$ cat config.mk
export PLATFORM = sky130hd
export DESIGN_NAME = wmf_ctrl
export DESIGN_NICKNAME = d
export VERILOG_FILES = /design/src/rtl/wmf_pkg.sv /design/src/rtl/wmf_ctrl.sv
export SDC_FILE = /design/constraint.sdc
export NUM_CORES = 1
export LEC_CHECK = 0
export BUFFER_PORTS_ARGS = -buffer_cell sky130_fd_sc_hd__buf_2
export CORE_AREA = 2 2 39 41
export DETAILED_ROUTE_END_ITERATION = 12
export DIE_AREA = 0 0 41 43
export GPL_TIMING_DRIVEN = 0
export PLACE_DENSITY = 0.47
export SLEW_MARGIN = 40
export SYNTH_ARGS = -nofsm -noshare
export SYNTH_HDL_FRONTEND = slang
export SYNTH_SLANG_ARGS = --single-unit
export TNS_END_PERCENT = 50
$ cat constraint.sdc
create_clock -name clock -period 1.3 [get_ports clock]
set_input_delay 0.195 -clock clock [delete_from_list [all_inputs] [get_ports clock]]
set_output_delay 0.195 -clock clock [all_outputs]
set_load 0.005 [all_outputs]
$ cat src/rtl/wmf_pkg.sv
// ----------------------------------------------------------------------------
// wmf_pkg
// Shared types and constants of the window median filter: field widths,
// request kinds, controller states and the controller/datapath bundles.
// ----------------------------------------------------------------------------
package wmf_pkg;

   localparam int DEF_FRAME_WIDTH  = 256;
   localparam int DEF_FRAME_HEIGHT = 256;
   localparam int DEF_MAX_RADIUS   = 7;

   localparam int POS_W        = 8;     // row and column fields
   localparam int PIX_W        = 8;     // grey level
   localparam int CFG_W        = 3;     // window radius register
   localparam int COORD_W      = 10;    // signed window coordinate
   localparam int GREY_LEVELS  = 256;
   localparam int BIN_W        = 8;

   localparam logic [CFG_W-1:0] RADIUS_RESET = 3'd3;

   typedef enum logic {
      KIND_STORE = 1'b0,
      KIND_QUERY = 1'b1
   } kind_type;

   typedef enum logic [2:0] {
      ST_CLEAR,
      ST_IDLE,
      ST_FETCH,
      ST_DRAIN,
      ST_SCAN,
      ST_FINISH,
      ST_DONE
   } state_type;

   typedef struct packed {
      logic load;       // latch query centre and radius
      logic write_px;   // store request pixel
      logic gen_en;     // issue current window position, advance
      logic clear_en;   // zero histogram bin, advance bin counter
      logic scan_en;    // read and zero histogram bin, advance bin counter
   } cmd_type;

   typedef struct packed {
      logic gen_last;   // current window position is the last one
      logic bin_last;   // bin counter at the top bin
      logic pipe_busy;  // window pixels still in flight
   } stat_type;

endpackage

$ cat src/rtl/wmf_ctrl.sv
// ----------------------------------------------------------------------------
// wmf_ctrl
// Sequencer of the median filter: histogram clearing pass after reset, pixel
// stores, window fetch, pipeline drain, histogram scan and result beat.
// ----------------------------------------------------------------------------
module wmf_ctrl (
   input  logic              clock,
   input  logic              reset,
   input  logic              start,
   input  logic              req_kind,
   input  wmf_pkg::stat_type stat,
   output wmf_pkg::cmd_type  cmd,
   output logic              busy,
   output logic              rsp_strobe
);
   import wmf_pkg::*;

   state_type state_ff;
   state_type state_in;

   always_ff @(posedge clock) begin
      if (reset) begin
         state_ff <= ST_CLEAR;
      end else begin
         state_ff <= state_in;
      end
   end

   always_comb begin
      state_in   = state_ff;
      cmd        = '0;
      busy       = 1'b1;
      rsp_strobe = 1'b0;
      case (state_ff)
         ST_CLEAR: begin
            cmd.clear_en = 1'b1;
            if (stat.bin_last) begin
               state_in = ST_IDLE;
            end
         end
         ST_IDLE: begin
            busy = 1'b0;
            if (start) begin
               if (req_kind == KIND_QUERY) begin
                  cmd.load = 1'b1;
                  state_in = ST_FETCH;
               end else begin
                  cmd.write_px = 1'b1;
               end
            end
         end
         ST_FETCH: begin
            cmd.gen_en = 1'b1;
            if (stat.gen_last) begin
               state_in = ST_DRAIN;
            end
         end
         ST_DRAIN: begin
            // hold until the last histogram update has landed
            if (!stat.pipe_busy) begin
               state_in = ST_SCAN;
            end
         end
         ST_SCAN: begin
            cmd.scan_en = 1'b1;
            if (stat.bin_last) begin
               state_in = ST_FINISH;
            end
         end
         ST_FINISH: begin
            state_in = ST_DONE;
         end
         ST_DONE: begin
            rsp_strobe = 1'b1;
            state_in   = ST_IDLE;
         end
         default: begin
            state_in = ST_IDLE;
         end
      endcase
   end

endmodule

==> qor.csv <==
metric;value;unit
outcome;finished, final reports clean;
worst slew pin tran;212.1;ps
largest net degree at the start of global routing;11;
CP peak stage delay;320;ps
Routed Antenna Nets;0;
Nets;54;
Die Ht;43;µm
Largest regs;state_ff x3;
H-tree levels;1;
Yosys reg bits;3;
drt pass-1 iters;3;
crit path max fanout;10;
Critical Path End Type;output pin;
CTS tree;built;
Lkg Pwr;0.1661;nW
most frequent cell after synthesis;nor2_1;
Slew HR;0.8582;
DR DRC count;0;
sequential cell area;62.56;µm²
min Tclk post-route;1250;ps
Seq/Total Area, Yosys;0.2712;
power share of the sequential group;0.293;
utilization after layout;0.2459;
Sink Count;3;
CP startpoint kind;register;
CTS root buf;clkbuf_4;
Sw Pwr;0.00009486;W
synthesized area per cell;7.382;µm²
RePlAce Congestion;0.6481;
grt total ovfl;0;
top cell type by total area after synthesis;dfxtp_1;
Synth warnings;0;
Avg WL per Cell;8.774;µm
die area;1763;µm²
Core Box Area;1384;µm²
CTS clk-pin slew, worst paths;40;ps
initial antenna violation count;0;
Slowest cell on crit path;dfxtp_2;
Crit path arrival time;1050;ps
worst-path cell chain;buf_6 > nor2_4 > nand3_2 > nor2_1 > buf_2;
Crit Path Category;reg2out;
Clock Power Share;0.447;
fillers;161;
DP HPWL;402.4;µm
unrepaired setup endpoints after global routing;true;
gr usage total;0.06921;
first-pass GRT wire length;786;µm
initial core utilization;0.1600;
total CTS buffers;3;
Setup Skew;0.2794;ps
Setup Fix Bufs, Post-CTS;0;
class of the worst hold path;in2reg;
fin crit share;0.9612;
vias;257;
vias per std cell;4.145;
Post-synth EDFFs;0;
Mapped Area;221.5;µm²
synth unique cells;20;
f_max;0.8003;GHz
Commonest cells post-synth;nor2_1, dfxtp_1, buf_4, nor2b_1, nor3b_1;
Setup violations, final;0;
internal power;0.0002609;W
I/O pins;14;
Synth top area share;0.2712;
worst-skew pair later-pin latency;230;ps
area of the multi-input gates;140.1;µm²
# diodes;0;
MaxCap Viol Count;0;
vias in the first global route;219;
Final Hold Fails;0;
share of layout cells above drive strength 1;0.5217;
Final Max Slew Viols;0;
Buffers on Ports;13;
Mapped Cells;30;
FFs w/ async S/R, synth;0;
top_reg_cell synth;dfxtp_1;
Biggest register;state_ff;
CP Data Required Time;1110;ps
Area contributors post-synth;dfxtp_1, nor2_1, buf_4, nor3b_1, nor2b_1;
combinational share of power;0.260;
Max rail drop VDD;0.4944;mV
Rows;14;
die width;41;µm
max FFs per register;3;
final WL;544;µm
total negative slack;0;ps
Net Sw Frac;0.2666;
initial drt markers;6;
net count after synthesis;37;
Longest Clk Path Bufs;2;
Syn-to-layout area delta;53.67;%
Power Dens Cells;1045;nW/µm²
==> kinds of logic after synthesis <==
group,after synthesis,share of synthesized area
flops,3,0.2712
simple gates,16,0.3728
buf+inv,5,0.1525
compound gates,6,0.2034
==> metrics by stage <==
| step | area [µm²] | instances | total power (W) | hold WS, ps | setup WS, ps |
|---|---|---|---|---|---|
| 4_1_cts | 341.6 | 63 | 0.0003675 | 157.1 | 9.712 |
| 6_report | 340.3 | 62 | 0.0003558 | 165.3 | 50.44 |
| 5_1_grt | 340.3 | 62 | 0.0003801 | 172.5 | -8.032 |
| 3_5_place_dp | 306.5 | 59 | 0.0001950 | 410.6 | 208.3 |
| 3_3_place_gp | 306.5 | 59 | 0.0001948 | 408.4 | 213.6 |
| 2_1_floorplan | 221.5 | 30 | 0.0001607 | 267.2 | 339.5 |
==> worst paths after layout <==
kind               start  cells after the start  slack (ps)     endpoint
min                reset                      2         170  state_ff[1]
min reg2reg  state_ff[1]                      3         600  state_ff[2]
max          state_ff[1]                      5          50       cmd[4]
max reg2reg  state_ff[2]                      3         310  state_ff[0]
==> cells in the final DEF, fill, tap and decap left out, types with 2 or more instances in the layout <==
master and instances:
clkbuf_4 3, buf_2 13, nor2_1 5, dfxtp_2 2
nor2b_1 2, nor3b_1 2
==> critical path, delay by kind of cell (launching register included) <==
kind	cells	cell delay [ps]
and+or+nand+nor	3	250
buffers and inverters	2	250
DFF	1	320
==> per-layer routing <==
layer,global-route usage,vias up,part of all wire
met4,0.04000,0,0
met2,0.09063,4,0.50
met3,0.04712,0,0.028
li1,-,135,-
met5,0,-,0
met1,0.08013,118,0.47
==> area by class of cell <==
type	count	share of cell area
Sequential cell	3	0.1838
Timing Repair Buffer	13	0.1912
Inverter	2	0.02206
Multi-Input combinational cell	22	0.4118
Clock buffer	4	0.07721
Tap cell	16	0.05882
Buffer	2	0.05515
==> power by group through the flow <==
| stage | combinational, W | clock (W) | sequential [W] |
|---|---|---|---|
| 6_report | 0.0000925 | 0.000159 | 0.000104 |
| 5_1_grt | 0.000101 | 0.000174 | 0.000105 |
| 4_1_cts | 0.0000939 | 0.000171 | 0.000103 |
| 3_5_place_dp | 0.0000909 | 0 | 0.000104 |
| 3_3_place_gp | 0.0000911 | 0 | 0.000104 |
| 2_1_floorplan | 0.0000575 | 0 | 0.000103 |
==> repair_timing <==
item | in CTS | in global routing
hold buffers | 0 | 0
setup endpoints to repair | 2 | 2
hold endpoints to repair | 0 | 0
pin swaps | 1 | 2
cloned | 0 | 0
gates resized for setup | 3 | 2
No activity file was read; power rests on OpenSTA's default activity.
